<file path="config.mk">
export PLATFORM = sky130hd
export DESIGN_NAME = sws_scan
export DESIGN_NICKNAME = d
export VERILOG_FILES = /design/src/sws_pkg.sv /design/src/sws_scan.sv
export SDC_FILE = /design/constraint.sdc
export NUM_CORES = 1
export LEC_CHECK = 0
export ABC_AREA = 1
export BUFFER_PORTS_ARGS = -buffer_cell sky130_fd_sc_hd__buf_2
export CAP_MARGIN = 25
export CORE_ASPECT_RATIO = 1.5
export CORE_MARGIN = 5
export CORE_UTILIZATION = 30
export CTS_BUF_LIST = sky130_fd_sc_hd__clkbuf_8
export DETAILED_ROUTE_END_ITERATION = 10
export GPL_ROUTABILITY_DRIVEN = 1
export MAX_ROUTING_LAYER = met4
export PLACE_DENSITY = 0.5
export SETUP_SLACK_MARGIN = 0.15
export SYNTH_ARGS = -nofsm -noshare
export SYNTH_HDL_FRONTEND = slang
export SYNTH_SLANG_ARGS = --single-unit
</file>
<file path="constraint.sdc">
create_clock -name clk -period 6.9 [get_ports clk]
set_clock_uncertainty 0.1 [all_clocks]
set_input_delay 0.345 -clock clk [delete_from_list [all_inputs] [get_ports clk]]
set_output_delay 0.345 -clock clk [all_outputs]
set_load 0.02 [all_outputs]
</file>
<file path="src/sws_pkg.sv">
package sws_pkg;

  localparam int unsigned SWS_WINDOW      = 16;
  localparam int unsigned SWS_SAMPLE_BITS = 10;

  localparam int unsigned SPREAD_BITS = 10;
  localparam int unsigned SCALE_BITS  = 20;
  localparam int unsigned PADDR_BITS  = 3;
  localparam int unsigned PDATA_BITS  = 32;

  localparam logic [SPREAD_BITS-1:0] SPREAD_RESET = 10'd2;
  localparam logic [SCALE_BITS-1:0]  SCALE_RESET  = 20'd80000;

  typedef enum logic {
    REG_SPREAD_LIMIT = 1'b0,
    REG_FULL_SCALE   = 1'b1
  } reg_sel_t;

  typedef enum logic {
    ST_IDLE,
    ST_RUN
  } state_t;

  typedef struct packed {
    logic scale_busy;
    logic scan_busy;
  } unit_status_t;

endpackage

</file>
<file path="src/sws_scan.sv">
module sws_scan import sws_pkg::*; #(
  parameter int unsigned WINDOW      = SWS_WINDOW,
  parameter int unsigned SAMPLE_BITS = SWS_SAMPLE_BITS,
  localparam int unsigned AW = $clog2(WINDOW)
) (
  input  logic                   clk,
  input  logic                   rst,
  input  logic                   start,
  input  logic                   full,
  input  logic [SPREAD_BITS-1:0] spread_limit,
  output logic [AW-1:0]          rd_addr,
  input  logic [SAMPLE_BITS-1:0] rd_data,
  output logic                   busy,
  output logic                   stable
);

  localparam int unsigned CMP_BITS =
    (SAMPLE_BITS > SPREAD_BITS) ? SAMPLE_BITS : SPREAD_BITS;
  localparam logic [AW-1:0] LAST = AW'(WINDOW - 1);

  logic                   issuing;
  logic                   rd_vld;
  logic                   rd_last;
  logic                   finish;
  logic [AW-1:0]          addr;
  logic [SAMPLE_BITS-1:0] lo;
  logic [SAMPLE_BITS-1:0] hi;
  logic [SAMPLE_BITS-1:0] spread;
  logic                   stable_r;

  assign spread = SAMPLE_BITS'(hi - lo);

  always_ff @(posedge clk) begin
    if (rst) begin
      issuing <= 1'b0;
      rd_vld  <= 1'b0;
      rd_last <= 1'b0;
      finish  <= 1'b0;
    end else begin
      if (start) begin
        issuing <= full;
      end else if (issuing && (addr == LAST)) begin
        issuing <= 1'b0;
      end
      rd_vld  <= issuing;
      rd_last <= issuing && (addr == LAST);
      finish  <= rd_vld && rd_last;
    end
  end

  always_ff @(posedge clk) begin
    if (start) begin
      addr <= '0;
      lo   <= '1;
      hi   <= '0;
    end else begin
      if (issuing) begin
        addr <= addr + AW'(1);
      end
      if (rd_vld) begin
        if (rd_data < lo) begin
          lo <= rd_data;
        end
        if (rd_data > hi) begin
          hi <= rd_data;
        end
      end
    end
    if (start && !full) begin
      stable_r <= 1'b0;
    end else if (finish) begin
      stable_r <= (CMP_BITS'(spread) <= CMP_BITS'(spread_limit));
    end
  end

  assign rd_addr = addr;
  assign busy    = issuing | rd_vld | finish;
  assign stable  = stable_r;

endmodule

</file>
==> impl_metrics.tcl <==
set metrics [dict create \
    status "complete, no violations" \
    path_max_fanout 3 \
    syn_to_final_growth_pct 11.01 \
    pre_cts_ws_ns 4.223 \
    wl_per_cell_um 12.40 \
    timing.fmax_mhz 375.1 \
    synthTopCellsByArea "dfxtp_1 23%, ha_1 19%, nand2_1 11%" \
    syn_avg_cell_area_um2 7.181 \
    nets 443 \
    diodes 0 \
    vias 2215 \
    slew_headroom_pct 42.37 \
    dp_cells 479 \
    yosysMostFrequentCell "nand2_1" \
    drt_pass1_iterations 4 \
    antenna_found_initial 0 \
    num_rows 41 \
    viasPerCell 4.548 \
    fin_area_um2 2814 \
    hold_viol_final 0 \
    synth_compound_area_share_pct 10.96 \
    place_hpwl_um 4922 \
    final-instance-count-excl-fill 487 \
    synth_common_cells "77 x nand2_1, 68 x inv_1, 39 x ha_1, 29 x dfxtp_1, 20 x nand3_1" \
    numClockSinks 29 \
    drc 0 \
    synth_area_um2 2535 \
    clockBufferDepth 2 \
    vdd_drop_max_mv 0.05886 \
    maxSlewViolCount 0 \
    use_met1_pct 12.75 \
    dieHeight_um 122.6 \
    postCtsSetupBuffers 0 \
    grt_pass1_wl_um 10120 \
    use_met2_pct 24.17 \
    clk_pin_slew_ns 0.07 \
    syn_inst 353 \
    root_buffer "clkbuf_8" \
    crit_type "flop to flop" \
    cts_buffers 5 \
    yosysTopAreaCell "dfxtp_1" \
    top_usage_layer "met2" \
    critPathTopFamily "adder cells" \
    setup_violations 0 \
    drt_iter0_drc 90 \
    p_total_uw 427.6 \
    dpl_cell_area_um2 2728 \
    synth_cell_type_count 31 \
    synthSimpleGateAreaFrac_pct 29.91 \
    required_ns 7.03 \
    path_buf_inv 2 \
    synth_adder_area_share_pct 20.04 \
    io_buffer_count 29 \
    powerDensity_nw_per_um2 152.0 \
    synthFlopType "dfxtp_1" \
    cts_tree "done" \
    worstPathCellList "inv_1 > ha_1 > fa_1 > o21ai_2 > nand4_1 > nand3_1 > nand2_1 > ha_1 > nand2_1 > nor2_1 > nand3_1 > o21ai_0 > inv_1 > a21oi_1" \
    synth_xor_area_share_pct 2.419 \
    io_pins 30 \
    synth_top_family_by_area "simple AND/OR/NAND/NOR gates" \
    synth_seq_cells 29 \
    track_usage_pct 12.75 \
    total_leakage_power_nw 1.518 \
    grt_max_degree 26 \
    initial_core_util_pct 30.32 \
    ys_warn_count 0 \
    ctsResizeCount 0 \
    synth_top_cell_area_share_pct 22.90 \
    die_w_um 85.06 \
    dieArea_um2 10430 \
    maxCapViolCount 0 \
    grt_overflow 0 \
    endpoint_kind "flop" \
    slowest_delay_ns 0.43 \
    htreeDepth 2 \
    cts_hold_buf 0 \
    synth-async-reset-ratio_pct 0 \
    gp_congestion 0.8226 \
    coreArea_um2 8362 \
    synth_enable_flop_cells 0 \
    synth_nets 417 \
    ys_seq_area_share_pct 22.90 \
    fin_ws_ns 4.234 \
    grt_util_met3_pct 2.216 \
    worst_ep_arrival_time_ns 2.80 \
    hold_path_class "input pin to flop" \
    worst_slew_pin_slew_ns 0.8635 \
    rsz0062_at_grt "false" \
    clock_latency_ns 0.29 \
    grt_pass1_vias 2172 \
    synth.area.mux_share_pct 0 \
    slowest_stage "fa_1" \
    drive_gt1_share_pct 20.26 \
    period_share_pct 38.64 \
    wl_um 6038 \
    tns_ns 0 \
    period_needed_ns 2.666 \
    antenna_left 0 \
    critPathLaunchType "flop" \
]
## where the power goes
| part | leakage, nW | internal (mW) | switching, mW |
|---|---|---|---|
| clock | 0.0439 | 0.0696 | 0.0749 |
| combinational | 1.24 | 0.0390 | 0.0645 |
| sequential | 0.236 | 0.174 | 0.00588 |
## stage by stage
step	hold slack, ns	utilization [%]
detailed placement	0.3099	32.62
floorplan	0.3024	-
finish	0.1420	33.65
global route	0.1416	33.65
CTS	0.1340	33.65
global placement	0.3084	32.62
## layout by cell type, fill, tap and decap left out, types with 5 or more instances in the layout
cell       n
nand2_1   77
inv_1     68
ha_1      39
dfxtp_1   29
buf_2     29
nand3_1   20
a21oi_1   19
nor2_1    14
nand4_1   14
nand3_2   12
nor2_2    11
a21oi_2   11
o21ai_0    7
clkbuf_8   5
## flip-flops by register name (all words and copies together), names as in the netlist
name	count
hi	10
rd_last	1
issuing	1
finish	1
rd_addr	4
lo	10
rd_vld	1
stable	1
## worst reg2reg max path, stage by stage, from the launching register on
cell and delay (ns):
dfxtp_1 0.39, inv_1 0.06, ha_1 0.20, fa_1 0.43
o21ai_2 0.22, nand4_1 0.13, nand3_1 0.10, nand2_1 0.06
ha_1 0.26, nand2_1 0.06, nor2_1 0.18, nand3_1 0.08
o21ai_0 0.14, inv_1 0.06, a21oi_1 0.12
## final cells by class
| type | count | area (um2) |
|---|---|---|
| fill | 909 | 5548 |
| tap | 107 | 133.9 |
| clock inverter | 3 | 17.52 |
| multi-input combinational | 244 | 1605 |
| clock buffer | 5 | 68.82 |
| sequential | 29 | 580.6 |
| inverter | 70 | 262.8 |
| timing repair buffer | 29 | 145.1 |
## path summary, 6_finish.rpt
path | slack, ns | depth (start not counted) | end | start
max | 4.23 | 14 | stable$_SDFFE_PP0P_ | hi[0]$_SDFFE_PP0P_
min | 0.14 | 2 | rd_addr[2]$_SDFFE_PP0P_ | start
max reg2reg | 4.23 | 14 | stable$_SDFFE_PP0P_ | hi[0]$_SDFFE_PP0P_
min reg2reg | 0.32 | 2 | finish$_SDFF_PP0_ | rd_last$_SDFF_PP0_
## routing by layer
metal | vias up | wire length (um)
li1 | 1186 | -
met1 | 994 | 2462
met2 | 26 | 3295
met3 | 9 | 153
met4 | 0 | 127
met5 | - | 0
## cells by family after synthesis
group,after synthesis
AOI/OAI and AO/OA,44
adders and majority gates,40
DFF,29
buffers and inverters,80
and+or+nand+nor,153
xor gates and xnor gates,7
Note: power is estimated with default switching activity, not from simulation.
