## src/sws_ram.sv

```systemverilog
module sws_ram #(
  parameter int unsigned WIDTH = 8,
  parameter int unsigned DEPTH = 16,
  localparam int unsigned AW = (DEPTH > 1) ? $clog2(DEPTH) : 1
) (
  input  logic             clk,
  input  logic             we,
  input  logic [AW-1:0]    waddr,
  input  logic [WIDTH-1:0] wdata,
  input  logic [AW-1:0]    raddr,
  output logic [WIDTH-1:0] rdata
);

  logic [WIDTH-1:0] mem [DEPTH];

  always_ff @(posedge clk) begin
    if (we) begin
      mem[waddr] <= wdata;
    end
    rdata <= mem[raddr];
  end

endmodule

```

## config.mk

```make
export PLATFORM = sky130hd
export DESIGN_NAME = sws_ram
export DESIGN_NICKNAME = d
export VERILOG_FILES = /design/src/sws_ram.sv
export SDC_FILE = /design/constraint.sdc
export NUM_CORES = 1
export LEC_CHECK = 0
export BUFFER_PORTS_ARGS = -buffer_cell sky130_fd_sc_hd__buf_2
export CAP_MARGIN = 10
export CORE_AREA = 2 2 125 127
export CTS_CLUSTER_DIAMETER = 30
export DETAILED_ROUTE_END_ITERATION = 10
export DIE_AREA = 0 0 127 129
export PLACE_DENSITY = 0.61
export SYNTH_ARGS = -nofsm -noshare
export SYNTH_HDL_FRONTEND = slang
export SYNTH_SLANG_ARGS = --single-unit
export TNS_END_PERCENT = 10
```

## constraint.sdc

```tcl
create_clock -name clk -period 2.9 [get_ports clk]
set_input_delay 0.58 -clock clk [delete_from_list [all_inputs] [get_ports clk]]
set_output_delay 0.58 -clock clk [all_outputs]
set_load 0.01 [all_outputs]
```

==> results of run 1 <==
cells by family (layout without fill, tap and decap cells):
| kind of cell | after synthesis | after routing | share of synthesized area, % |
|---|---|---|---|
| DFF | 136 | 136 | 77.8 |
| and+or+nand+nor | 35 | 35 | 3.18 |
| muxes | 32 | 32 | 15.0 |
| AOI/OAI and AO/OA | 16 | 16 | 2.33 |
| buffers and inverters | 10 | 73 | 1.68 |
synth_stat cells:
library cell	number
nor2b_1	1
buf_4	1
buf_2	3
a22oi_1	16
nand2b_1	2
nand2_1	9
mux4_2	18
nand3_1	1
and2_1	1
nor3_1	4
clkdlybuf4s25_2	3
mux4_1	14
nor2_1	13
and2b_1	1
edfxtp_1	128
or3b_2	1
buf_6	3
dfxtp_1	8
nand3b_1	2
registers in the layout, indices dropped and copies added, names as in the netlist:
signal and count:
mem 128, rdata 8
final cells by class:
cell class | count | area, um^2 | area share [%]
sequential | 136 | 4000 | 65.1
multi-input combinational | 83 | 1060 | 17.2
clock buffer | 22 | 474 | 7.71
timing repair buffer | 41 | 258 | 4.19
tap | 188 | 235 | 3.82
clock inverter | 10 | 124 | 2.01
critical path, stage by stage:
cell and delay [ns]:
buf_2 0.11, or3b_2 0.51, nor2_1 0.64
per-stage QoR:
step	util, %	hold WS (ns)	area [um^2]	worst slack, ns	power [mW]
2_1_floorplan	-	0.629	5150	0.827	2.37
3_3_place_gp	37.1	0.644	5550	0.651	2.45
3_5_place_dp	37.1	0.673	5550	0.645	2.46
4_1_cts	41.1	0.537	6150	1.07	4.59
5_1_grt	41.1	0.556	6150	0.969	4.69
6_report	41.1	0.545	6150	1.10	4.56
worst paths after layout:
check                                 end  slack (ns)        from
worst max-delay path            mem[2][6]        1.10    waddr[2]
worst min-delay path            mem[7][4]        0.54    wdata[4]
worst max register to register   rdata[6]        1.50   mem[3][6]
worst min register to register   rdata[2]        0.67  mem[12][2]
report_power, final:
part	leakage, nW	internal, mW	switching (mW)	total, mW
Clock	0.292	1.40	0.736	2.14
Sequential	1.22	2.20	0.0130	2.21
Combinational	0.560	0.0852	0.119	0.204
Total	2.08	3.69	0.868	4.56
per-layer routing:
metal | global-route usage (%) | vias to the layer above
met2 | 21.0 | 76
met4 | 6.53 | 0
met3 | 3.41 | 17
met1 | 17.7 | 1265
li1 | - | 1073
met5 | 0 | -
==> reports/qor.csv, run 1 <==
metric,value,unit
outcome,finished clean,
final net count,297,
top-area cell type share of the netlist area,74.7,%
I/O pin total,26,
Total Wirelength,10100,um
PostCTS Resize Cnt,0,
TritonCTS Sinks,136,
Root Driver,clkbuf_16,
worst skew pair latency,0.42,ns
# rows,45,
Worst Path Max Fanout,8,
Max Clk Rate,556,MHz
dominant cell type by area after synthesis,edfxtp_1,
WP data required,2.94,ns
Cells after DPL,448,
gr ovfl total,0,
met1 WL,4360,um
"Cell Area, Synth",5150,um^2
share of post-route cells with drive strength above 1,29.8,%
met2 WL,4950,um
# DRC,0,
"leading cell type in the layout, fill and taps excluded",edfxtp_1,
initial drt markers,181,
ANT nets after route,0,
routed len/inst,21.1,um
DR top layer,met4,
Slew @ Worst Pin,0.802,ns
CTS buffer count,17,
Setup crit start kind,input port,
vias in the first global route,2534,
DIE AREA,16400,um^2
gp weighted congestion,0.726,
pin count of the biggest net entering global routing,33,
post-DP HPWL,6440,um
clock skew,0.0121,ns
Cells after Synth,229,
maximum vdd drop,391,uV
Detailed Routing Iterations Pass 1,4,
DIE WIDTH,127,um
Final period util,62.1,%
Max Slew Vio Count,0,
Vias/cell,5.06,
Leakage,2.08,nW
endpoints failing hold,0,
clock buffer depth,2,
Setup Crit Path Kind,in -> reg,
hold path depth,1,
Max-Cap Viols,0,
ant diodes,0,
Yosys cell types,19,
CP Capture Type,flop,
I/O Buffers,25,
DR WL met3,628,um
Pwr per Cell Area,741,nW/um^2
RSZ-0062 raised after global routing,no,
Fillers,1333,
Starting Density,34.4,%
DR vias,2431,
Area contributors post-synth,"edfxtp_1 (75%), mux4_2 (7.9%), mux4_1 (7.1%), dfxtp_1 (3.1%), a22oi_1 (2.3%)",
"Arr. time, crit path",1.84,ns
CTS tree,built,
Core ar.,15000,um^2
Area Growth Syn to Fin,19.5,%
CTS Hold Bufs,0,
setup bufs post-CTS,0,
Final min period,1.80,ns
initial antenna violation count,0,
Avg Inst Size Synth,22.5,um^2
synth warn,0,
FF-to-FF path depth,3,
register bit total from synthesis,136,
Die Span Y,129,um
first-pass GRT wire length,15400,um
Tot GR Track Use,13.5,%
most frequent cells in the layout,"edfxtp_1 (128), buf_2 (25), mux4_2 (18)",
Worst-path clk slew,0.05,ns
"Seq/Total Area, Yosys",77.8,%
Final setup viols,0,
Finished Layout Cells,480,
Hold Crit Class,in -> reg,
H-tree depth,4,
Synth Net Count,247,
worst relative slew slack,46.3,%
Setup TNS Final,0,ns
Power figures use the tool's default switching activity.
==> run 2: changes to the inputs <==
ABC_AREA = 1   (was default)
CORE_AREA = 2 2 132 134   (was 2 2 125 127)
DIE_AREA = 0 0 134 136   (was 0 0 127 129)
PLACE_DENSITY = 0.62   (was 0.61)
clock period = 1.5 ns   (was 2.9 ns; I/O delays follow)
==> run 2 against run 1 <==
Compared with the run above: first-iteration DRC count increased by 79%; critical path depth decreased by 2; global-route usage increased by 1.3 points; clock-buffer cell count decreased by 5; largest cell class unchanged; largest power group unchanged.
==> reports/qor.csv, run 2 <==
metric,value,unit,change
worst relative slew slack,74.4,%,was 46.3%
Pwr per Cell Area,1300,nW/um^2,was 741 nW/um^2
Area contributors post-synth,"edfxtp_1 (67%), nand2_1 (11%), nand3_1 (8.4%), inv_1 (6.5%), dfxtp_1 (2.8%)",,"was edfxtp_1 (75%), mux4_2 (7.9%), mux4_1 (7.1%), dfxtp_1 (3.1%), a22oi_1 (2.3%)"
cell family with most CP delay,flip-flops,,was simple AND/OR/NAND/NOR gates
# DRC,0,,unchanged
Yosys cell types,12,,was 19
"leading cell type in the layout, fill and taps excluded",nand2_1,,was edfxtp_1
Synth Flop Type,edfxtp_1,,unchanged
Setup Crit Path Kind,reg -> out,,was in -> reg
ANT nets after route,0,,unchanged
Tot GR Track Use,14.8,%,was 13.5%
register bank with the most flops,mem,,unchanged
GRT met2 Usage,23.3,%,was 21.0%
largest family of logic cells by synthesized area,simple AND/OR/NAND/NOR gates,,was multiplexers
routed len/inst,15.2,um,was 21.1 um
pin count of the biggest net entering global routing,65,,was 33
Total Wirelength,12600,um,"was 10,100 um"
final net count,614,,was 297
Max-Cap Viols,0,,unchanged
WP data required,1.20,ns,was 2.94 ns
Hold Crit Class,in -> reg,,unchanged
"logic depth of the worst path, buffers included",1,,was 3
Synth Net Count,569,,was 247
PostCTS Resize Cnt,0,,unchanged
"EDFF count, synth",128,,unchanged
reg2reg start,mem[1][2],,was mem[3][6]
clock buffer depth,2,,unchanged
Leakage,2.94,nW,was 2.08 nW
Final period util,80.1,%,
vias in the first global route,3861,,"was 2,534"
initial antenna violation count,0,,unchanged
max incr delay on CP,0.34,ns,was 0.64 ns
"Seq/Total Area, Yosys",69.4,%,was 77.8%
register bit total from synthesis,136,,unchanged
Detailed Routing Iterations Pass 1,4,,unchanged
crit path capture,rdata[4],,was mem[2][6]
Avg Inst Size Synth,10.5,um^2,was 22.5 um^2
Cells after Synth,551,,was 229
critical path startpoint,rdata[4],,was waddr[2]
CTS buffer count,17,,unchanged
Setup crit start kind,flop,,was input port
M3 GR Usage,4.33,%,was 3.41%
mux cell area share after synthesis,0,%,was 15.0%
"Arr. time, crit path",0.90,ns,was 1.84 ns
ant diodes,0,,unchanged
Max Clk Rate,833,MHz,
hold slack,0.286,ns,was 0.545 ns
Setup TNS Final,0,ns,unchanged
TritonCTS Sinks,136,,unchanged
maximum vdd drop,843,uV,was 391 uV
crit path cell chain,buf_2,,was buf_2 > or3b_2 > nor2_1
outcome,finished clean,,unchanged
most frequent cell after synthesis,nand2_1,,was edfxtp_1
first-pass GRT wire length,20000,um,"was 15,400 um"
Post-synth top cells,"nand2_1 (173), edfxtp_1 (128), inv_1 (100)",,"was edfxtp_1 (128), mux4_2 (18), a22oi_1 (16)"
r2r setup slk,0.49,ns,was 1.50 ns
top-area cell type share of the netlist area,66.7,%,was 74.7%
CTS tree,built,,unchanged
DIE AREA,18200,um^2,"was 16,400 um^2"
endpoints failing hold,0,,unchanged
Vias/cell,4.60,,was 5.06
RSZ-0062 raised after global routing,no,,unchanged
Fillers,1585,,"was 1,333"
post-DP HPWL,7790,um,was 6440 um
initial drt markers,324,,was 181
H-tree depth,4,,unchanged
Starting Density,34.2,%,was 34.4%
# rows,48,,was 45
max FFs per register,128,,unchanged
Worst Path Max Fanout,1,,was 8
gp weighted congestion,0.862,,was 0.726
Slew @ Worst Pin,0.383,ns,was 0.802 ns
setup bufs post-CTS,0,,unchanged
CP Capture Type,output pin,,was flop
dominant cell type by area after synthesis,edfxtp_1,,unchanged
gr ovfl total,0,,unchanged
CTS Hold Bufs,0,,unchanged
Worst-path clk slew,0.06,ns,was 0.05 ns
GR peak layer,met2,,unchanged
Post-Synth Simple-Gate Area,21.0,%,was 3.18%
Core ar.,16900,um^2,"was 15,000 um^2"
Final min period,1.20,ns,
DIE WIDTH,134,um,was 127 um
I/O Buffers,25,,unchanged
most frequent cells in the layout,"nand2_1 (173), edfxtp_1 (128), inv_1 (100)",,"was edfxtp_1 (128), buf_2 (25), mux4_2 (18)"
complex-gate fraction of the synthesized area,0,%,was 2.33%
top flop regs,"mem: 128 flops, rdata: 8 flops",,unchanged
I/O pin total,26,,unchanged
FF-to-FF path depth,6,,was 3
xor and xnor fraction of the mapped netlist area,0,%,unchanged
Area Growth Syn to Fin,18.1,%,was 19.5%
met1 Usage GRT,19.5,%,was 17.7%
"slowest stage cell, crit path",dfxtp_1,,was nor2_1
Die Span Y,136,um,was 129 um
DR vias,3837,,"was 2,431"
RR Endpoint,rdata[2],,was rdata[6]
share of post-route cells with drive strength above 1,13.6,%,was 29.8%
clock skew,0.00682,ns,was 0.0121 ns
synth warn,0,,unchanged
ys async rst share,0,%,unchanged
"Cell Area, Synth",5770,um^2,was 5150 um^2
Buf/Inv on CP,1,,unchanged
Synth Area in Adders,0,%,unchanged
Root Driver,clkbuf_16,,unchanged
Final setup viols,0,,unchanged
Max Slew Vio Count,0,,unchanged
worst skew pair latency,0.42,ns,about the same
[run 2: layout make-up]
cell class,count,area (um^2),share of cell area (%)
Sequential cell,136,4000,58.8
Tap cell,225,282,4.13
Inverter,102,383,5.62
Clock buffer,17,425,6.25
Timing Repair Buffer,50,350,5.15
Clock inverter,15,151,2.22
Multi-Input combinational cell,289,1210,17.8
[run 2: cells by family after synthesis]
kind of cell	Yosys count
flops	136
buf+inv	126
simple gates	289
[run 2: worst min-delay path by stage]
stage | start | endpoint | cells after the start
floorplan | wdata[0] | mem[0][0] | 0
global placement | mem[10][0] | rdata[0] | 6
detailed placement | mem[10][0] | rdata[0] | 6
CTS | wdata[3] | mem[6][3] | 1
global route | wdata[2] | mem[0][2] | 1
finish | wdata[2] | mem[1][2] | 1
[run 2: per-layer routing]
layer  vias to the layer above  wire [um]
met1                      1834       5800
li1                       1865          -
met5                         -          0
met3                        26        692
met2                       112       5860
met4                         0        287
[run 2: per-stage QoR]
stage	worst slack [ns]	instance area, um^2	cells	total power [mW]	utilization (%)
2_1_floorplan	0.249	5770	551	4.66	-
3_3_place_gp	0.121	6230	802	4.87	36.9
3_5_place_dp	0.0829	6230	802	4.88	36.9
4_1_cts	0.264	6810	834	8.90	40.3
5_1_grt	0.255	6810	834	9.12	40.3
6_report	0.299	6810	834	8.83	40.3
[run 2: power by group]
part,switching (mW),total (mW),internal (mW)
clock network,1.59,4.03,2.44
registers,0.0224,4.27,4.25
logic,0.363,0.526,0.163
total,1.97,8.83,6.86
