`src/sws_pkg.sv`:
```
package sws_pkg;

  localparam int unsigned SWS_WINDOW      = 16;
  localparam int unsigned SWS_SAMPLE_BITS = 10;

  localparam int unsigned SPREAD_BITS = 10;
  localparam int unsigned SCALE_BITS  = 20;
  localparam int unsigned PADDR_BITS  = 3;
  localparam int unsigned PDATA_BITS  = 32;

  localparam logic [SPREAD_BITS-1:0] SPREAD_RESET = 10'd2;
  localparam logic [SCALE_BITS-1:0]  SCALE_RESET  = 20'd80000;

  typedef enum logic {
    REG_SPREAD_LIMIT = 1'b0,
    REG_FULL_SCALE   = 1'b1
  } reg_sel_t;

  typedef enum logic {
    ST_IDLE,
    ST_RUN
  } state_t;

  typedef struct packed {
    logic scale_busy;
    logic scan_busy;
  } unit_status_t;

endpackage

```
`src/sws_scale.sv`:
```
module sws_scale import sws_pkg::*; #(
  parameter int unsigned SAMPLE_BITS = SWS_SAMPLE_BITS
) (
  input  logic                   clk,
  input  logic                   rst,
  input  logic                   start,
  input  logic [SAMPLE_BITS-1:0] sample,
  input  logic [SCALE_BITS-1:0]  full_scale,
  output logic                   busy,
  output logic [SCALE_BITS-1:0]  weight
);

  localparam int unsigned PROD_BITS = SAMPLE_BITS + SCALE_BITS;
  localparam int unsigned PASSES    = SCALE_BITS / SAMPLE_BITS + 3;
  localparam int unsigned CNT_BITS  = $clog2(PASSES + 1);
  localparam logic [SAMPLE_BITS-1:0] TOP  = {SAMPLE_BITS{1'b1}};
  localparam logic [PROD_BITS-1:0]   HALF = PROD_BITS'(TOP >> 1);

  logic                   mul_phase;
  logic                   load_phase;
  logic [CNT_BITS-1:0]    cnt;
  logic [PROD_BITS-1:0]   product;
  logic [PROD_BITS-1:0]   acc;
  logic [SCALE_BITS-1:0]  quo;
  logic [SCALE_BITS-1:0]  upper;
  logic [PROD_BITS-1:0]   folded;
  logic                   exact;

  // The divisor is 2^SAMPLE_BITS - 1, so a residue a * 2^SAMPLE_BITS + b equals
  // a * TOP + (a + b). Each pass adds a to the quotient and folds the residue
  // down; once it is no larger than TOP, a residue equal to TOP adds one more.
  always_comb begin
    upper  = acc[PROD_BITS-1:SAMPLE_BITS];
    folded = PROD_BITS'(upper) + PROD_BITS'(acc[SAMPLE_BITS-1:0]);
    exact  = (acc == PROD_BITS'(TOP));
  end

  always_ff @(posedge clk) begin
    if (rst) begin
      mul_phase  <= 1'b0;
      load_phase <= 1'b0;
      cnt        <= '0;
    end else begin
      mul_phase  <= start;
      load_phase <= mul_phase;
      if (load_phase) begin
        cnt <= CNT_BITS'(PASSES);
      end else if (cnt != '0) begin
        cnt <= cnt - CNT_BITS'(1);
      end
    end
  end

  always_ff @(posedge clk) begin
    if (start) begin
      product <= PROD_BITS'(sample) * PROD_BITS'(full_scale);
    end
    if (load_phase) begin
      acc <= product + HALF;
      quo <= '0;
    end else if (cnt != '0) begin
      acc <= folded;
      quo <= quo + upper;
    end
  end

  assign busy   = mul_phase | load_phase | (cnt != '0);
  assign weight = quo + SCALE_BITS'(exact);

endmodule

```
`config.mk`:
```
export PLATFORM = sky130hd
export DESIGN_NAME = sws_scale
export DESIGN_NICKNAME = d
export VERILOG_FILES = /design/src/sws_pkg.sv /design/src/sws_scale.sv
export SDC_FILE = /design/constraint.sdc
export NUM_CORES = 1
export LEC_CHECK = 0
export BUFFER_PORTS_ARGS = -buffer_cell sky130_fd_sc_hd__buf_2
export CORE_ASPECT_RATIO = 0.9
export CORE_MARGIN = 2
export CORE_UTILIZATION = 55
export DETAILED_ROUTE_END_ITERATION = 8
export PLACE_DENSITY = 0.73
export SYNTH_ARGS = -nofsm -noshare
export SYNTH_HDL_FRONTEND = slang
export SYNTH_SLANG_ARGS = --single-unit
export TNS_END_PERCENT = 1
```
`constraint.sdc`:
```
create_clock -name clk -period 17.2 [get_ports clk]
set_input_delay 2.58 -clock clk [delete_from_list [all_inputs] [get_ports clk]]
set_output_delay 2.58 -clock clk [all_outputs]
set_load 0.01 [all_outputs]
```
==> results of run 1 <==
## synth_stat cells, types with 3 or more instances
master	n
nor4_1	5
nand4_1	12
a211oi_1	12
edfxtp_1	60
o31ai_1	4
dfxtp_1	25
or3_1	8
and2_1	110
clkbuf_1	52
inv_1	166
a21boi_0	5
fa_1	144
and4_1	3
o211a_1	4
a211o_1	3
o21bai_1	6
o21ai_1	4
a22o_1	7
o211ai_1	5
xor2_1	34
nand2b_1	5
a21o_1	17
nor3_1	11
xnor2_1	67
nand4b_1	4
or2_2	4
a221o_1	3
and3_1	11
a2111oi_0	3
nor2b_1	10
o21ai_0	38
a31oi_1	4
nand3b_1	3
nand3_1	30
nor2_1	48
ha_1	99
o21a_1	8
a21oi_1	57
nand2_1	171
## worst max path at each step
stage,start,to,cells past startpoint
6_report,sample[3],product[27]$_DFFE_PP_,20
3_5_place_dp,sample[3],product[27]$_DFFE_PP_,20
4_1_cts,sample[3],product[27]$_DFFE_PP_,20
5_1_grt,sample[3],product[29]$_DFFE_PP_,20
3_3_place_gp,sample[3],product[27]$_DFFE_PP_,20
2_1_floorplan,full_scale[12],product[29]$_DFFE_PP_,20
## cell type report
type                            instances  area (µm²)
Multi-Input combinational cell        987        8600
Timing Repair Buffer                   54         273
Sequential cell                        85        2300
Inverter                              166         623
Clock buffer                           10         229
Clock inverter                          6        87.6
Fill cell                            1857        8430
Tap cell                              286         358
## sequential cells by signal, summed over array words and instances (netlist names)
signal      cells
quo            20
load_phase      1
mul_phase       1
cnt             3
product        30
acc            30
## cells by family after synthesis
group | count (synthesis)
simple gates | 440
fa+ha+maj | 243
buf+inv | 221
compound gates | 200
xor+xnor | 101
flops | 85
mux | 3
## through the flow
stage | util, % | setup slack (ns) | hold slack (ns) | area [µm²]
4_1_cts | 59.7 | 9.61 | 0.460 | 12500
5_1_grt | 59.7 | 9.25 | 0.475 | 12500
6_report | 59.7 | 9.59 | 0.459 | 12500
3_5_place_dp | 58.2 | 9.27 | 0.445 | 12200
3_3_place_gp | 58.2 | 9.33 | 0.445 | 12200
2_1_floorplan | - | 9.59 | 0.431 | 11700
## power by group through the flow
stage	Sequential [µW]	Combinational (µW)	Clock, µW
floorplan	486	1500	0
global placement	527	1790	0
detailed placement	529	1820	0
CTS	526	1840	211
global route	541	2110	220
finish	527	1830	209
## routing by layer
| layer | global-route usage [%] | share of wire [%] | up-vias |
|---|---|---|---|
| met5 | 0 | 0 | - |
| met4 | 5.22 | 1.4 | 0 |
| met3 | 2.53 | 4.0 | 26 |
| met2 | 39.0 | 48 | 192 |
| met1 | 33.3 | 47 | 4387 |
| li1 | - | - | 4271 |
==> reports/results.txt, run 1 <==
The flow ran to the end, and the final reports show no timing, DRC or antenna violations. The critical-path maximum fanout was 20. The relative contribution of combinational cells to total power was 71.3%. The initial antenna violation count was 0.

Commonest non-fill, non-tap cell in the layout: nand2_1. At the pin with the least slew margin, the transition time is 1.22 ns. Once detail routing completed, the nets flagged for antenna violations numbered 0.

Measured along the y axis, the die boundary spans 143 µm. VDD sags by at most 0.000145 V. TritonCTS built the clock tree. The CTS clock-pin slew for the worst setup and hold paths came out at 0.06 ns. Setup repair after global routing left no endpoint under its margin. The cell type group with the largest total delay on the critical path is adder cells. The HPWL after detailed placement is 18900 µm. The kind of end point of the critical path is a register. The slowest stage of the critical path belongs to the cell fa_1. Summing the sequential cell areas from Yosys gives 19.6% of the chip area. Input and output buffers added on the ports amount to 53. By area, the combinational part of the netlist is dominated by adder cells. The count of pins over their slew limit was 0.

Together, buffers and inverters on the worst path number 6. The signal on the critical path passes through buf_2 -> nand2_1 -> fa_1 -> inv_1 -> fa_1 -> inv_1 -> fa_1 -> inv_1 -> fa_1 -> inv_1 -> fa_1 -> inv_1 -> ha_1 -> nand2_1 -> o21ai_1 -> o21ai_1 -> o31a_2 -> o31ai_4 -> o22ai_1 -> xnor2_1. The number of antenna diodes in the final layout is 0. CTS placed an instance of clkbuf_16 at the clock tree root. The tools report the register share of total power as 20.5%. The worst hold path begins at mul_phase$_SDFF_PP0_. After synthesis, the share of flip-flops with an asynchronous set or reset is 0%. The path with the worst hold slack has its endpoint at load_phase$_SDFF_PP0_.

The tools report the number of global-route vias before repair as 8945. Of the total power, the clock network draws 8.1%. The startpoint identified for the worst register-to-register timing path is cnt[0]$_SDFFE_PP0P_. The cell depth of the worst hold path was 1. The internal power was 1340 µW. Counting I/O delays and the setup requirement, the final critical path takes 7.61 ns. For this run, the slowest stage of the critical path takes 0.55 ns. For this run, the number of standard cells in the final layout without fillers is 1594. The synthesized-area fraction occupied by ao, oa, aoi and oai cells came out at 11.7%.

Ranked by total cell area, the synthesized netlist is headed by fa_1 (25%), edfxtp_1 (15%), ha_1 (11%). The region available for standard cell placement spans 0.0209 mm². The clock latency on the worst-skew pair is 0.34 ns, and the last weighted congestion value of the routability-driven placer is 0.911. The tools report the largest buffer count on any clock path as 2. The routed layout has 8876 vias. The final-stage net count was 1579; the pin count of the biggest net entering global routing was 71. For the final routed database, the setup TNS stands at 0 ns.

Setup violations remaining at the end of the flow were counted as 0. STA classifies the critical path startpoint as an input pin. The arithmetic-cell share of the synthesized area counting full adders, half adders and majority gates is 35.1%, and the mean post-synth cell area is 9.07 µm². The tools report the worst clock skew on the final layout as 0.00871 ns. The logs give 505 for the violation count after the first detailed-routing iteration and 0 for the number of remaining DRC errors.

In this run the cell area of the synthesized design comes to 0.0117 mm². For this run, the leading register cell type out of synthesis is edfxtp_1. Leaving out fill and tap cells, the most frequent cells in the layout are nand2_1 (171), inv_1 (166), fa_1 (144). After Yosys synthesis, and, or, nand and nor cells account for 18.6% of the synthesized area. Synthesis produced a netlist whose cell count is 1293.

The setup fix buffers added after clock tree synthesis is 0. For this run, the top clock speed supported by timing is 131 MHz. Total power for the finished layout comes to 2570 µW.

After Yosys synthesis, XOR and XNOR cells account for 7.54% of the synthesized area. The portion of netlist area occupied by mux cells is 0.267%, and the arrival time at the worst endpoint is 7.70 ns. Dividing the detail-routed wire length by the instance count gives 15.2 µm. The H-tree was split into 3 levels.

Summed over its instances, the top area cell type makes up 24.6% of the synthesized netlist area. Total clock buffers created by CTS: 9. The net switching share of the total power was 47.7%. Global routing used 23.5% of the available tracks.

The end of the worst register-to-register path was acc[7]$_DFFE_PP_. The number of placed instances, taps included, is 1578. The die covers 0.0225 mm². Max-cap violations in this run came to 0. The number of hold buffers added after CTS was 0. The number of iterations in the first detailed-routing pass was 5. Dividing the final minimum period by the clock period gives 44.2%. The biggest area contributor in the post-synthesis netlist is fa_1. The depth of the worst register-to-register path works out to 5.

In this run the static leakage power is 0.00580 µW. The data required time at the worst endpoint was 17.29 ns; the total power per unit cell area was 206 mW/mm². Once the floorplan was initialized, standard cells occupied 56.1% of the core.

The first global-routing pass estimated 42600 µm of wire. Synthesis inferred 85 register bits. The number of unique standard cell types used by synthesis is 65. The tools report the final wirelength as 24300 µm. For the I/O pin total, the log shows 54. In this run, synthesis inferred 60 flip-flops with an integrated enable. The run gives 1569 as the synthesized netlist net count. Worst slew margin relative to its limit: 18.4%. The die is 158 µm wide. The area overhead of the layout relative to synthesis is 6.30%.

The run gives 0 as the number of hold-slack violations in the final timing report. In the final layout, the share of cells above drive strength 1 is 6.50%. The tools report the clock sink count as 85.

After floorplanning, the core was divided into 50 placement rows. The tools report the number of cells upsized or downsized after cts as 0. The total overflow left after global routing is 0. During synthesis, Yosys emitted a total of 0 warnings. For the total net switching power, the log shows 1220 µW. In this run the register-to-register setup slack is 14.38 ns. The via count normalized by instance count came out at 5.57. The path class of the tightest hold or removal check is reg -> reg.

The critical path in this run is classified as in -> reg.
(Power assumes the default switching activity.)
==> inputs of run 2 (changes only) <==
==> constraint.sdc (replaced) <==
create_clock -name clk -period 7.1 [get_ports clk]
set_input_delay 1.065 -clock clk [delete_from_list [all_inputs] [get_ports clk]]
set_output_delay 1.065 -clock clk [all_outputs]
set_load 0.01 [all_outputs]
==> run 2 against run 1 <==
Sequential power increased by 140%. Combinational power increased by 140%. Final cell count unchanged. Worst setup slack got worse by 8.6 ns. Design area about the same. Sequential cell count unchanged. Clock-buffer cell count unchanged. Register-to-register slack got worse by 10 ns. Routed wire length about the same. Clock power increased by 140%. Critical endpoint unchanged. Highest routed layer unchanged.
==> reports/results.txt, run 2 (same netlist as run 1, synthesis figures left out) <==
No sink is reached through more buffers than the 2 on the longest clock path. The first detailed-routing pass took 5 iterations. Number of filler cells placed in the layout: 1862.

The kind of start point of the critical path was an input pin. The via count normalized by instance count works out to 5.55. The initial antenna violation count came out at 0.

The tools report the launch instance of the worst register-to-register path as cnt[0]$_SDFFE_PP0P_. The count of pins over their slew limit is 0, and the total clock buffers created by CTS is 9. The area overhead of the layout relative to synthesis is 6.31%, and the die area is 0.0225 mm². In this run, the number of DRC markers left after iteration 0 of detailed routing was 567.

In the layout the commonest cells are nand2_1 (171), inv_1 (166), fa_1 (144). The worst setup timing slack at the placement stage was 0.663 ns. The class of the worst hold path was reg -> reg. The critical-path maximum fanout was 20; the final setup slack of the worst path was 1.03 ns. The congestion estimate from routability-driven global placement came to 0.915. The type of the setup path with the least slack was in -> reg. The sink of the worst hold path was load_phase$_SDFF_PP0_.

For the data required time at the worst endpoint, the log shows 7.20 ns. The cell depth of the worst hold path works out to 1. Summed over all cells, the static leakage comes to 0.00580 µW. The endpoint identified for the worst register-to-register timing path is acc[6]$_DFFE_PP_. The tools report the amount of wire on met3 after detailed routing as 887 µm. The cell sitting at the root of the clock tree is a clkbuf_16.

VDD sags by at most 0.000317 V. STA classifies the critical path endpoint as a register. For this configuration, the core starts out at a cell density of 56.1%. Dividing the detail-routed wire length by the instance count gives 15.2 µm. TritonCTS built the clock tree. The number of hold-slack violations in the final timing report was 0; the number of hold-repair buffers added at the cts stage was 0. Clock sink count: 85.

For the combined global-route utilization of all metal layers, the log shows 23.6%. The largest single stage delay on the critical path is 0.55 ns. The repair_antennas step left the layout with diodes totalling 0. The run finished with clean final reports. In the final layout, the registers with the most flip-flops are acc (30), product (30), quo (20). Measured against its own limit, the worst slew margin works out to 19.5%.

The tools report the final wirelength as 24300 µm. The I/O pin total is 54. The slew of the pin with the lowest slew margin is 1.20 ns. The total area inside the core boundary comes to 0.0209 mm².

Setup repair after global routing left no endpoint under its margin. For the final global-route overflow total, the log shows 0. Traced cell by cell, the critical path runs through buf_2 -> nand2_1 -> fa_1 -> inv_1 -> fa_1 -> inv_1 -> fa_1 -> inv_1 -> fa_1 -> inv_1 -> fa_1 -> inv_1 -> ha_1 -> nand2_1 -> o21ai_1 -> o21ai_1 -> o31a_2 -> o31ai_4 -> o22ai_1 -> xnor2_1.

The fraction of layout instances using a drive strength above 1 was 6.50%; the total of endpoints with negative setup slack in the final report was 0. The first global-routing pass estimated 43000 µm of wire. The total power per unit cell area was 499 mW/mm². The y dimension of the die is 143 µm, and the final critical-path share of the clock period is 85.4%. After clock tree synthesis, the clock-pin slew on the worst setup and hold paths is 0.06 ns. Top achievable clock speed: 165 MHz. Across the run, the number of max-cap violations was 0. The die is 158 µm wide. Across all layers, the routed design uses 8849 vias. The startpoint identified for the worst hold timing path is mul_phase$_SDFF_PP0_. Summing internal, switching and leakage power gives 6220 µW. In the final routing, the length of wire on met1 measures 11400 µm. The number of rows created at floorplan was 50. Once layout is done, the placed cells without fillers occupy 0.0125 mm². The setup fix buffers added after clock tree synthesis was 0.

The routed design uses 11700 µm of met2 wire. The pin count of the biggest net entering global routing came out at 49. The library cell used most frequently in the layout, excluding fill and tap cells, is nand2_1.

The final-stage net count was 1579; the placed standard-cell area was 0.0122 mm². The arrival time at the worst endpoint was 6.17 ns; the clock period minus worst slack was 6.07 ns. The cell with the largest stage delay on the worst path was fa_1. The register-to-register setup slack was 4.31 ns.

In this run, post-CTS repair resized a total of 0 instances. For this run, design rule violations remaining after detail routing come to 0. In this run the remaining antenna-violating nets after routing total 0. For the number of global-route vias before repair, the log shows 9006. During placement, the flow inserted port buffers numbering 53. Adding up every negative setup slack in the final design gives 0 ns. The placed wire-length estimate came out at 19000 µm. The tools report the worst clock skew on the final layout as 0.00968 ns. In this run the top signal layer used is met4. The later pin in the worst-skew pair is clocked with a latency of 0.35 ns. For the number of H-tree branching levels, the log shows 3. For the worst flop-to-flop path, the logic depth is 5.
run 2: cell count changes in the layout (fill, tap and decap cells not counted):
cell	delta
clkinvlp_4	+2
clkinv_4	-1
clkinv_2	-1
run 2: final cells by class:
type,instances,area [µm²],area share (%)
Clock buffer,10,229,1.84
Clock inverter,6,88.8,0.712
Inverter,166,623,5.00
Multi-Input combinational cell,987,8600,68.9
Sequential cell,85,2300,18.5
Tap cell,286,358,2.87
Timing Repair Buffer,54,273,2.19
run 2: worst max-delay path by stage:
stage | from | end | slack (ns) | depth (start not counted)
2_1_floorplan | full_scale[12] | product[29]$_DFFE_PP_ | 1.01 | 20
3_3_place_gp | sample[3] | product[27]$_DFFE_PP_ | 0.74 | 20
3_5_place_dp | sample[3] | product[27]$_DFFE_PP_ | 0.66 | 20
4_1_cts | sample[3] | product[27]$_DFFE_PP_ | 1.03 | 20
5_1_grt | sample[3] | product[27]$_DFFE_PP_ | 0.71 | 20
6_report | sample[3] | product[27]$_DFFE_PP_ | 1.03 | 20
run 2: worst max-delay path: cells and delay by family:
family                   cells  cell delay [ns]
AO/OA/AOI/OAI                5             1.20
adder cells (fa/ha/maj)      6             2.94
XOR/XNOR                     1             0.13
AND/OR/NAND/NOR              2             0.22
buffers and inverters        6             0.61
run 2: where the power goes:
| group | internal (µW) | total [µW] | switching (µW) |
|---|---|---|---|
| registers | 1000 | 1280 | 275 |
| logic | 1950 | 4440 | 2490 |
| clock network | 308 | 509 | 200 |
| total | 3260 | 6220 | 2970 |
run 2: layer usage:
layer  vias up  global-route usage, %
met3        24                   3.08
met4         0                   3.75
met2       166                   39.9
met1      4380                   33.1
li1       4279                      -
met5         -                      0
run 2: per-stage QoR:
stage,hold slack (ns),utilization [%],std cells
global route,0.477,59.7,1594
detailed placement,0.446,58.2,1578
finish,0.456,59.7,1594
global placement,0.440,58.2,1578
floorplan,0.431,-,1293
CTS,0.457,59.7,1594
